**src/rtl/ppm_pkg.sv**
```systemverilog
package ppm_pkg;

  // Configuration port geometry.
  localparam int unsigned CFG_INDEX_BITS = 3;
  localparam int unsigned CFG_DATA_BITS  = 16;

  // Register field widths.
  localparam int unsigned MODE_BITS    = 3;
  localparam int unsigned PERCENT_BITS = 7;
  localparam int unsigned CHAN_BITS    = 2;

  // Reset values of the configuration registers.
  localparam int unsigned RESET_MAX_LEVEL = 255;
  localparam int unsigned RESET_PERCENT   = 50;
  localparam int unsigned RESET_BLACK     = 0;
  localparam int unsigned RESET_WHITE     = 255;

  // Threshold rounding: (percent * max + 50) / 100, done as a shift by two
  // followed by a division by 25 through a reciprocal multiply.
  localparam int unsigned THRESH_ROUND   = 50;
  localparam int unsigned THRESH_DIVISOR = 25;

  // Register indexes on the configuration port.
  typedef enum logic [CFG_INDEX_BITS-1:0] {
    REG_MODE      = 3'd0,
    REG_MAX_LEVEL = 3'd1,
    REG_PERCENT   = 3'd2,
    REG_BLACK     = 3'd3,
    REG_WHITE     = 3'd4,
    REG_CHANNEL   = 3'd5
  } cfg_index_t;

  // Mapping modes.
  typedef enum logic [MODE_BITS-1:0] {
    MODE_NEGATIVE   = 3'd0,
    MODE_THRESHOLD  = 3'd1,
    MODE_HALF_BLACK = 3'd2,
    MODE_HALF_WHITE = 3'd3,
    MODE_LEVELS     = 3'd4
  } mode_t;

  // Sideband that travels with a request through the divider.
  typedef struct packed {
    logic last;
    logic use_q;
  } side_t;

endpackage

```
**src/rtl/pixel_point_mapper_top.sv**
```systemverilog
// Pixel point mapper: maps each image sample to a new level under the
// configured mode (negative, threshold, half-threshold to black or white,
// level change) for the selected colour channel; other samples pass through.
//
// Input channel: in_valid / in_stall with sample_value, sample_channel and
// last_sample. A request is taken on a clock edge with in_valid high and
// in_stall low. Output channel: out_valid / out_stall with result_value and
// last_out, one result per sample, in order.
// Configuration: cfg_wr_en, cfg_index, cfg_data; write only while idle.
//
// Throughput is one sample per cycle while the receiver does not stall.
// The pipeline has four front stages for the compares and products, one
// stage per quotient bit in the level change divider, and the output
// register. When the receiver stalls, empty stages still fill, so in_stall
// rises only once every stage holds a request. Synchronous reset empties
// the pipeline and loads the register defaults.
module pixel_point_mapper_top #(
  parameter int unsigned SAMPLE_BITS = 16
) (
  input  logic                              clk,
  input  logic                              rst,
  input  logic                              in_valid,
  output logic                              in_stall,
  input  logic [SAMPLE_BITS-1:0]            sample_value,
  input  logic [ppm_pkg::CHAN_BITS-1:0]     sample_channel,
  input  logic                              last_sample,
  output logic                              out_valid,
  input  logic                              out_stall,
  output logic [SAMPLE_BITS-1:0]            result_value,
  output logic                              last_out,
  input  logic                              cfg_wr_en,
  input  logic [ppm_pkg::CFG_INDEX_BITS-1:0] cfg_index,
  input  logic [ppm_pkg::CFG_DATA_BITS-1:0] cfg_data
);

  localparam int unsigned SB = SAMPLE_BITS;

  logic [ppm_pkg::MODE_BITS-1:0]    mode;
  logic [SB-1:0]                    max_level;
  logic [ppm_pkg::PERCENT_BITS-1:0] threshold_percent;
  logic [SB-1:0]                    black_level;
  logic [SB-1:0]                    white_level;
  logic [ppm_pkg::CHAN_BITS-1:0]    channel_select;

  logic                             front_ready;
  logic                             front_valid;
  logic [2*SB:0]                    front_num;
  logic [SB:0]                      front_den;
  logic [SB-1:0]                    front_base;
  ppm_pkg::side_t                   front_side;

  logic                             div_ready;
  logic                             div_valid;
  logic [SB-1:0]                    div_q;
  logic [SB-1:0]                    div_base;
  ppm_pkg::side_t                   div_side;
  logic                             out_en;

  ppm_cfg #(.SAMPLE_BITS(SB)) u_cfg (
    .clk               (clk),
    .rst               (rst),
    .wr_en             (cfg_wr_en),
    .index             (cfg_index),
    .data              (cfg_data),
    .mode              (mode),
    .max_level         (max_level),
    .threshold_percent (threshold_percent),
    .black_level       (black_level),
    .white_level       (white_level),
    .channel_select    (channel_select)
  );

  ppm_front #(.SAMPLE_BITS(SB)) u_front (
    .clk               (clk),
    .rst               (rst),
    .in_valid          (in_valid),
    .in_ready          (front_ready),
    .sample_value      (sample_value),
    .sample_channel    (sample_channel),
    .last_sample       (last_sample),
    .mode              (mode),
    .max_level         (max_level),
    .threshold_percent (threshold_percent),
    .black_level       (black_level),
    .white_level       (white_level),
    .channel_select    (channel_select),
    .out_valid         (front_valid),
    .out_ready         (div_ready),
    .num               (front_num),
    .den               (front_den),
    .base              (front_base),
    .side              (front_side)
  );

  ppm_div #(.SAMPLE_BITS(SB)) u_div (
    .clk       (clk),
    .rst       (rst),
    .in_valid  (front_valid),
    .in_ready  (div_ready),
    .num       (front_num),
    .den       (front_den),
    .base      (front_base),
    .side      (front_side),
    .out_valid (div_valid),
    .out_ready (out_en),
    .q         (div_q),
    .out_base  (div_base),
    .out_side  (div_side)
  );

  assign in_stall = !front_ready;
  assign out_en   = !out_valid || !out_stall;

  // Output register: the quotient replaces the base value inside the
  // level window.
  always_ff @(posedge clk) begin
    if (rst) begin
      out_valid <= 1'b0;
    end else if (out_en) begin
      out_valid <= div_valid;
    end
  end

  always_ff @(posedge clk) begin
    if (out_en) begin
      result_value <= div_side.use_q ? div_q : div_base;
      last_out     <= div_side.last;
    end
  end

  // The input side can only be held off once the output is full and stalled.
  assert property (@(posedge clk) disable iff (rst)
    in_stall |-> (out_valid && out_stall))
    else $error("input stalled while the output stage could move");

  // A new result appears only when the divider held one the cycle before.
  assert property (@(posedge clk) disable iff (rst)
    $rose(out_valid) |-> $past(div_valid))
    else $error("result presented without a request from the divider");

endmodule

```
**src/rtl/ppm_cfg.sv**
```systemverilog
module ppm_cfg #(
  parameter int unsigned SAMPLE_BITS = 16
) (
  input  logic                                  clk,
  input  logic                                  rst,
  input  logic                                  wr_en,
  input  logic [ppm_pkg::CFG_INDEX_BITS-1:0]    index,
  input  logic [ppm_pkg::CFG_DATA_BITS-1:0]     data,
  output logic [ppm_pkg::MODE_BITS-1:0]         mode,
  output logic [SAMPLE_BITS-1:0]                max_level,
  output logic [ppm_pkg::PERCENT_BITS-1:0]      threshold_percent,
  output logic [SAMPLE_BITS-1:0]                black_level,
  output logic [SAMPLE_BITS-1:0]                white_level,
  output logic [ppm_pkg::CHAN_BITS-1:0]         channel_select
);

  // Register file: one write per cycle, levels kept in the sample width.
  always_ff @(posedge clk) begin
    if (rst) begin
      mode              <= ppm_pkg::MODE_NEGATIVE;
      max_level         <= SAMPLE_BITS'(ppm_pkg::RESET_MAX_LEVEL);
      threshold_percent <= ppm_pkg::PERCENT_BITS'(ppm_pkg::RESET_PERCENT);
      black_level       <= SAMPLE_BITS'(ppm_pkg::RESET_BLACK);
      white_level       <= SAMPLE_BITS'(ppm_pkg::RESET_WHITE);
      channel_select    <= '0;
    end else if (wr_en) begin
      case (ppm_pkg::cfg_index_t'(index))
        ppm_pkg::REG_MODE:      mode              <= data[ppm_pkg::MODE_BITS-1:0];
        ppm_pkg::REG_MAX_LEVEL: max_level         <= data[SAMPLE_BITS-1:0];
        ppm_pkg::REG_PERCENT:   threshold_percent <= data[ppm_pkg::PERCENT_BITS-1:0];
        ppm_pkg::REG_BLACK:     black_level       <= data[SAMPLE_BITS-1:0];
        ppm_pkg::REG_WHITE:     white_level       <= data[SAMPLE_BITS-1:0];
        ppm_pkg::REG_CHANNEL:   channel_select    <= data[ppm_pkg::CHAN_BITS-1:0];
        default: ;
      endcase
    end
  end

endmodule

```
**src/rtl/ppm_front.sv**
```systemverilog
module ppm_front #(
  parameter int unsigned SAMPLE_BITS = 16
) (
  input  logic                               clk,
  input  logic                               rst,
  input  logic                               in_valid,
  output logic                               in_ready,
  input  logic [SAMPLE_BITS-1:0]             sample_value,
  input  logic [ppm_pkg::CHAN_BITS-1:0]      sample_channel,
  input  logic                               last_sample,
  input  logic [ppm_pkg::MODE_BITS-1:0]      mode,
  input  logic [SAMPLE_BITS-1:0]             max_level,
  input  logic [ppm_pkg::PERCENT_BITS-1:0]   threshold_percent,
  input  logic [SAMPLE_BITS-1:0]             black_level,
  input  logic [SAMPLE_BITS-1:0]             white_level,
  input  logic [ppm_pkg::CHAN_BITS-1:0]      channel_select,
  output logic                               out_valid,
  input  logic                               out_ready,
  output logic [2*SAMPLE_BITS:0]             num,
  output logic [SAMPLE_BITS:0]               den,
  output logic [SAMPLE_BITS-1:0]             base,
  output ppm_pkg::side_t                     side
);

  localparam int unsigned SB  = SAMPLE_BITS;
  localparam int unsigned PMW = SB + 7;          // percent * max, rounding added
  localparam int unsigned YW  = SB + 5;          // (percent * max + 50) >> 2
  localparam int unsigned RK  = SB + 10;         // reciprocal shift
  localparam int unsigned MW  = SB + 6;          // reciprocal width
  localparam int unsigned TPW = YW + MW;         // reciprocal product width
  localparam longint unsigned RM =
    ((64'd1 << RK) + ppm_pkg::THRESH_DIVISOR - 1) / ppm_pkg::THRESH_DIVISOR;
  localparam logic [MW-1:0] RM_V = MW'(RM);

  logic                  v1, v2, v3;
  logic                  en1, en2, en3, en4;
  logic [SB-1:0]         s1, s2, s3;
  logic                  last1, last2, last3;
  logic                  hit1, hit2, hit3;
  logic                  le1, le2, le3;
  logic                  ge1, ge2, ge3;
  logic [SB-1:0]         diff1;
  logic [PMW-1:0]        pm1;
  logic [PMW-1:0]        pm_sum;
  logic [2*SB-1:0]       prod2;
  logic [YW-1:0]         y2;
  logic [TPW-1:0]        tprod3;
  logic [2*SB:0]         num3;
  logic [SB-1:0]         span;
  logic [SB:0]           thresh;
  logic [SB:0]           s3x;
  logic                  hit_in;
  logic [SB-1:0]         base_next;
  logic                  use_q_next;

  // A stage moves when it is empty or the stage after it moves.
  assign en4      = !out_valid || out_ready;
  assign en3      = !v3 || en4;
  assign en2      = !v2 || en3;
  assign en1      = !v1 || en2;
  assign in_ready = en1;

  // Channel selection: zero takes every sample, otherwise one colour only.
  assign hit_in = (channel_select == '0) ||
                  (sample_channel == channel_select - ppm_pkg::CHAN_BITS'(1));

  assign span = white_level - black_level;
  assign den  = {span, 1'b0};

  // Stage 1: level window compares, offset from black and the threshold product.
  always_ff @(posedge clk) begin
    if (rst) begin
      v1 <= 1'b0;
    end else if (en1) begin
      v1 <= in_valid;
    end
  end

  always_ff @(posedge clk) begin
    if (en1) begin
      s1    <= sample_value;
      last1 <= last_sample;
      hit1  <= hit_in;
      le1   <= sample_value <= black_level;
      ge1   <= sample_value >= white_level;
      diff1 <= sample_value - black_level;
      pm1   <= PMW'(threshold_percent) * PMW'(max_level);
    end
  end

  // Stage 2: rescale product and the rounded, pre-shifted threshold term.
  assign pm_sum = pm1 + PMW'(ppm_pkg::THRESH_ROUND);

  always_ff @(posedge clk) begin
    if (rst) begin
      v2 <= 1'b0;
    end else if (en2) begin
      v2 <= v1;
    end
  end

  always_ff @(posedge clk) begin
    if (en2) begin
      s2    <= s1;
      last2 <= last1;
      hit2  <= hit1;
      le2   <= le1;
      ge2   <= ge1;
      prod2 <= (2*SB)'(diff1) * (2*SB)'(max_level);
      y2    <= pm_sum[PMW-1:2];
    end
  end

  // Stage 3: reciprocal multiply for the division by 25, and the dividend.
  always_ff @(posedge clk) begin
    if (rst) begin
      v3 <= 1'b0;
    end else if (en3) begin
      v3 <= v2;
    end
  end

  always_ff @(posedge clk) begin
    if (en3) begin
      s3     <= s2;
      last3  <= last2;
      hit3   <= hit2;
      le3    <= le2;
      ge3    <= ge2;
      tprod3 <= TPW'(y2) * TPW'(RM_V);
      num3   <= {prod2, 1'b0} + (2*SB+1)'(span);
    end
  end

  // Stage 4: mode selection; only the interior of the level window needs
  // the quotient from the divider.
  assign thresh = tprod3[TPW-1:RK];
  assign s3x    = {1'b0, s3};

  always_comb begin
    base_next  = s3;
    use_q_next = 1'b0;
    if (hit3) begin
      case (ppm_pkg::mode_t'(mode))
        ppm_pkg::MODE_NEGATIVE:   base_next = (s3 > max_level) ? '0 : max_level - s3;
        ppm_pkg::MODE_THRESHOLD:  base_next = (s3x > thresh) ? max_level : '0;
        ppm_pkg::MODE_HALF_BLACK: base_next = (s3x <= thresh) ? '0 : s3;
        ppm_pkg::MODE_HALF_WHITE: base_next = (s3x > thresh) ? max_level : s3;
        ppm_pkg::MODE_LEVELS: begin
          base_next  = le3 ? '0 : max_level;
          use_q_next = !le3 && !ge3;
        end
        default: base_next = s3;
      endcase
    end
  end

  always_ff @(posedge clk) begin
    if (rst) begin
      out_valid <= 1'b0;
    end else if (en4) begin
      out_valid <= v3;
    end
  end

  always_ff @(posedge clk) begin
    if (en4) begin
      num        <= num3;
      base       <= base_next;
      side.last  <= last3;
      side.use_q <= use_q_next;
    end
  end

endmodule

```
**src/rtl/ppm_div.sv**
```systemverilog
module ppm_div #(
  parameter int unsigned SAMPLE_BITS = 16
) (
  input  logic                     clk,
  input  logic                     rst,
  input  logic                     in_valid,
  output logic                     in_ready,
  input  logic [2*SAMPLE_BITS:0]   num,
  input  logic [SAMPLE_BITS:0]     den,
  input  logic [SAMPLE_BITS-1:0]   base,
  input  ppm_pkg::side_t           side,
  output logic                     out_valid,
  input  logic                     out_ready,
  output logic [SAMPLE_BITS-1:0]   q,
  output logic [SAMPLE_BITS-1:0]   out_base,
  output ppm_pkg::side_t           out_side
);

  localparam int unsigned SB = SAMPLE_BITS;

  // One restoring step per stage, most significant quotient bit first.
  // The quotient is known to fit in SB bits, so the partial remainder
  // starts from the upper half of the dividend.
  logic           v   [SB];
  logic           en  [SB];
  logic [SB:0]    rem [SB];
  logic [SB-1:0]  low [SB];
  logic [SB-1:0]  qr  [SB];
  logic [SB-1:0]  bs  [SB];
  ppm_pkg::side_t sd  [SB];

  for (genvar j = 0; j < SB; j++) begin : g_stage
    logic           p_v;
    logic [SB:0]    p_rem;
    logic [SB-1:0]  p_low;
    logic [SB-1:0]  p_q;
    logic [SB-1:0]  p_bs;
    ppm_pkg::side_t p_sd;
    logic [SB+1:0]  trial;
    logic [SB+1:0]  diff;
    logic           take;

    // Source of this stage: the input port or the stage before.
    if (j == 0) begin : g_src_in
      assign p_v   = in_valid;
      assign p_rem = num[2*SB:SB];
      assign p_low = num[SB-1:0];
      assign p_q   = '0;
      assign p_bs  = base;
      assign p_sd  = side;
    end else begin : g_src_prev
      assign p_v   = v[j-1];
      assign p_rem = rem[j-1];
      assign p_low = low[j-1];
      assign p_q   = qr[j-1];
      assign p_bs  = bs[j-1];
      assign p_sd  = sd[j-1];
    end

    // Handshake chain towards the output.
    if (j == SB - 1) begin : g_en_last
      assign en[j] = !v[j] || out_ready;
    end else begin : g_en_mid
      assign en[j] = !v[j] || en[j+1];
    end

    assign trial = {p_rem, p_low[SB-1]};
    assign diff  = trial - {1'b0, den};
    assign take  = trial >= {1'b0, den};

    always_ff @(posedge clk) begin
      if (rst) begin
        v[j] <= 1'b0;
      end else if (en[j]) begin
        v[j] <= p_v;
      end
    end

    always_ff @(posedge clk) begin
      if (en[j]) begin
        rem[j] <= take ? diff[SB:0] : trial[SB:0];
        low[j] <= {p_low[SB-2:0], 1'b0};
        qr[j]  <= {p_q[SB-2:0], take};
        bs[j]  <= p_bs;
        sd[j]  <= p_sd;
      end
    end
  end

  assign in_ready  = en[0];
  assign out_valid = v[SB-1];
  assign q         = qr[SB-1];
  assign out_base  = bs[SB-1];
  assign out_side  = sd[SB-1];

endmodule

```
**config.mk**
```make
export PLATFORM = sky130hd
export DESIGN_NAME = pixel_point_mapper_top
export DESIGN_NICKNAME = d
export VERILOG_FILES = /design/src/rtl/ppm_pkg.sv /design/src/rtl/pixel_point_mapper_top.sv /design/src/rtl/ppm_cfg.sv /design/src/rtl/ppm_front.sv /design/src/rtl/ppm_div.sv
export SDC_FILE = /design/constraint.sdc
export NUM_CORES = 2
export LEC_CHECK = 0
export BUFFER_PORTS_ARGS = -buffer_cell sky130_fd_sc_hd__buf_2
export CAP_MARGIN = 20
export CORE_MARGIN = 5
export CORE_UTILIZATION = 50
export DETAILED_ROUTE_END_ITERATION = 7
export PLACE_DENSITY_LB_ADDON = 0.3
export SLEW_MARGIN = 20
export SYNTH_ARGS = -nofsm -noshare
export SYNTH_HDL_FRONTEND = slang
export SYNTH_SLANG_ARGS = --single-unit
export TNS_END_PERCENT = 1
```
**constraint.sdc**
```tcl
create_clock -name clk -period 12.05 [get_ports clk]
set_input_delay 0.6025 -clock clk [delete_from_list [all_inputs] [get_ports clk]]
set_output_delay 0.6025 -clock clk [all_outputs]
set_load 0.02 [all_outputs]
```
==> impl_metrics.toml <==
[finish]
fraction_of_final_layout_cells_sized_beyond_drive_strength_1_pct = 8.63
layout.nets = 7328
final_util_pct = 55.1
flow.area_growth_from_synthesis_pct = 9.42
num_antenna_cells = 0

[floorplan]
top_level_ports = 62
coreArea_um2 = 144000
design.die.area_um2 = 153000
fp.dieH_um = 391
start_util_pct = 50.3
die_width_um = 391
placement_rows = 139

[worst_setup_path]
worstSetupPathType = "reg -> reg"
reg2reg_to = "u_front.tprod3[42]"
critPathArrivalTime_ps = 7570
crit_path_end_kind = "flip-flop"
r2r_start = "u_front.y2[4]"
worst_path_required_ps = 12500
crit_start = "u_front.y2[4]"
worst-r2r-setup-slack_ps = 4940
crit_path_max_fanout = 7
r2r_cells = 22
critical_path.startpoint_type = "flip-flop"

[detailed_routing]
initialDrtViolationCount = 3069
route.detailed.vias_per_inst = 5.49
drc_violations = 0
drt-pass1-iter-count = 6
antenna_left = 0
postRouteWirelength_um = 155000
num_vias = 44700
detail_route.wl_per_cell_um = 19.1

[synthesis]
synth_seq_cells = 1149
synth.yosys.seq_area_share_pct = 46.8
synth.top_cells.by_area = "edfxtp_1 45%, ha_1 12%, fa_1 12%"
mapped_cells = 6022
yosysTopAreaCellShare_pct = 45.0
yosys.cell_count.top_type = "edfxtp_1"
synth_enable_flop_cells = 1084
synth_fp_nets = 7205
ys.warnings.count = 0
synth-main-ff-cell = "edfxtp_1"
synth.largest_area_cell = "edfxtp_1"
ys_async_sr_fraction_pct = 0
synth_area_per_inst_um2 = 12.0
yosys-top-cells-count = "1,084 x edfxtp_1, 771 x inv_1, 702 x ha_1, 508 x nand2_1, 438 x fa_1"
post_synthesis_cell_area_um2 = 72400
yosysUniqueCellTypes = 86

[timing]
finalHoldWorstSlack_ps = 66.0
finClkSkew_ps = 69.2
max_freq_ghz = 0.141
grt_setup_unrepaired = "no"
measured_slew_at_the_worst_slew_check_pin_ps = 1110
finalMaxSlewViolations = 0
report.final.setup_viol = 0
slew-limit-headroom_pct = 25.9
finalSetupTns_ps = 0
final-hold-violation-count = 0
clock_period_minus_final_worst_setup_slack_ps = 7110
layout_worst_path_cycle_share_pct = 59.0
finalWorstSetupSlack_ps = 4940

[cts]
resize_count_post_cts = 0
ctsLongestPathBuffers = 3
cts_sinks = 1149
clk_transition_reported_paths_ps = 60
post_cts.repair.setup_buffers = 0
number_of_buffers_inserted_during_clock_tree_synthesis = 117
cts.htree.levels = 3
tritoncts_clock_tree = "done"
cts-root-buf = "clkbuf_16"
ctsHoldBuffers = 0
worst_skew_pair.late_latency_ps = 750

[worst_hold_path]
number_of_instances_on_the_worst_hold_path = 1
worst_hold_startpoint = "last_sample"
holdCritPathClass = "in -> reg"
min_delay_worst_endpoint = "u_front.last1"

[grt]
grt_overflow = 0
grt.total_usage_pct = 20.6
number_of_global_route_vias_before_repair = 45700
grt_first_pass_wirelength_um = 248000
antenna_found_initial = 4
maximum_number_of_pins_on_one_net_before_global_route_repair = 74

[run]
max_cap_violations = 0

[placed_design]
pre_cts_ws_ps = 4930
gp_congestion = 0.945
place_hpwl_um = 116000
io_buffer_count = 61

[status]
result_of_the_run = "finished clean"
layout make-up:
| type | count | area [um^2] |
|---|---|---|
| multi-input combinational | 3986 | 35300 |
| fill | 11800 | 64600 |
| timing repair buffer | 120 | 756 |
| tap | 1903 | 2380 |
| clock buffer | 142 | 3160 |
| sequential | 1149 | 33900 |
| clock inverter | 78 | 923 |
| inverter | 771 | 2890 |
registers in the layout (all words and copies together) (netlist names), 17 cells and up:
register,flops
u_div.bs,256
u_div.rem,255
u_front.prod2,32
u_front.num3,33
u_div.low,120
u_front.tprod3,17
u_front.y2,21
u_div.qr,136
u_front.pm1,22
u_front.num,33
u_div.sd,32
cell families (layout without fill, tap and decap cells):
family	count (synthesis)	count (layout)	share of synthesized area [%]
AO/OA/AOI/OAI	897	897	7.81
XOR/XNOR	345	345	4.17
adder cells (fa/ha/maj)	1140	1140	24.2
multiplexers	172	172	2.64
AND/OR/NAND/NOR	1432	1432	9.72
flip-flops	1149	1149	46.8
buffers and inverters	887	1111	4.67
cells in the final DEF, fill, tap and decap left out, types with 21 or more instances in the layout:
cell type / Yosys / routed
a211oi_1: 25 / 25
xor2_1: 116 / 115
ha_1: 702 / 702
nor2_1: 244 / 243
inv_1: 771 / 762
edfxtp_1: 1084 / 1084
dfxtp_1: 65 / 65
or3_1: 41 / 41
o21ai_0: 169 / 169
nand3_1: 62 / 58
nand2b_1: 34 / 34
clkinv_1: 0 / 21
clkbuf_16: 0 / 120
o21bai_1: 32 / 32
and2_1: 170 / 170
o21a_1: 37 / 37
buf_4: 5 / 58
fa_1: 438 / 438
xnor2_1: 229 / 227
mux2_2: 149 / 149
and3_1: 40 / 40
nand2_1: 508 / 500
mux2i_1: 21 / 21
nor2b_1: 74 / 74
or2_2: 32 / 32
buf_2: 12 / 61
nand4_1: 50 / 50
a21o_1: 88 / 88
nor3_1: 84 / 84
a21oi_1: 343 / 342
worst max-delay path, stage by stage (launching register included):
cell	delay, ps
edfxtp_1	550
inv_1	170
fa_1	580
fa_1	450
fa_1	540
fa_1	440
fa_1	490
inv_1	50
fa_1	520
inv_1	50
fa_1	530
inv_1	40
ha_1	180
a21o_1	180
a21o_1	200
a31o_1	220
o31a_2	430
a221o_1	390
a311oi_4	290
o21ai_1	140
o21a_1	210
nor2_2	90
xnor2_1	60
stage by stage:
stage | cell area, um^2 | std cells
finish | 79200 | 8149
global route | 79200 | 8149
CTS | 79200 | 8148
detailed placement | 75100 | 7928
global placement | 75100 | 7928
floorplan | 72400 | 6022
metal layers:
metal,vias to the layer above,share of wire (%),global-route usage [%]
li1,21300,-,-
met1,22000,43,27.5
met2,1113,48,34.7
met3,280,5.2,3.09
met4,0,3.4,6.60
met5,-,0,0
worst max path at each step:
| stage | endpoint | slack [ps] |
|---|---|---|
| finish | u_front.tprod3[42] | 4940 |
| global route | u_front.tprod3[42] | 4590 |
| CTS | u_front.tprod3[42] | 4890 |
| detailed placement | u_front.tprod3[42] | 4930 |
| global placement | u_front.tprod3[42] | 4970 |
| floorplan | in_stall | 4510 |
Power is not shown: default switching activity piles up to over one toggle a cycle in this logic, so the estimate is an artifact.
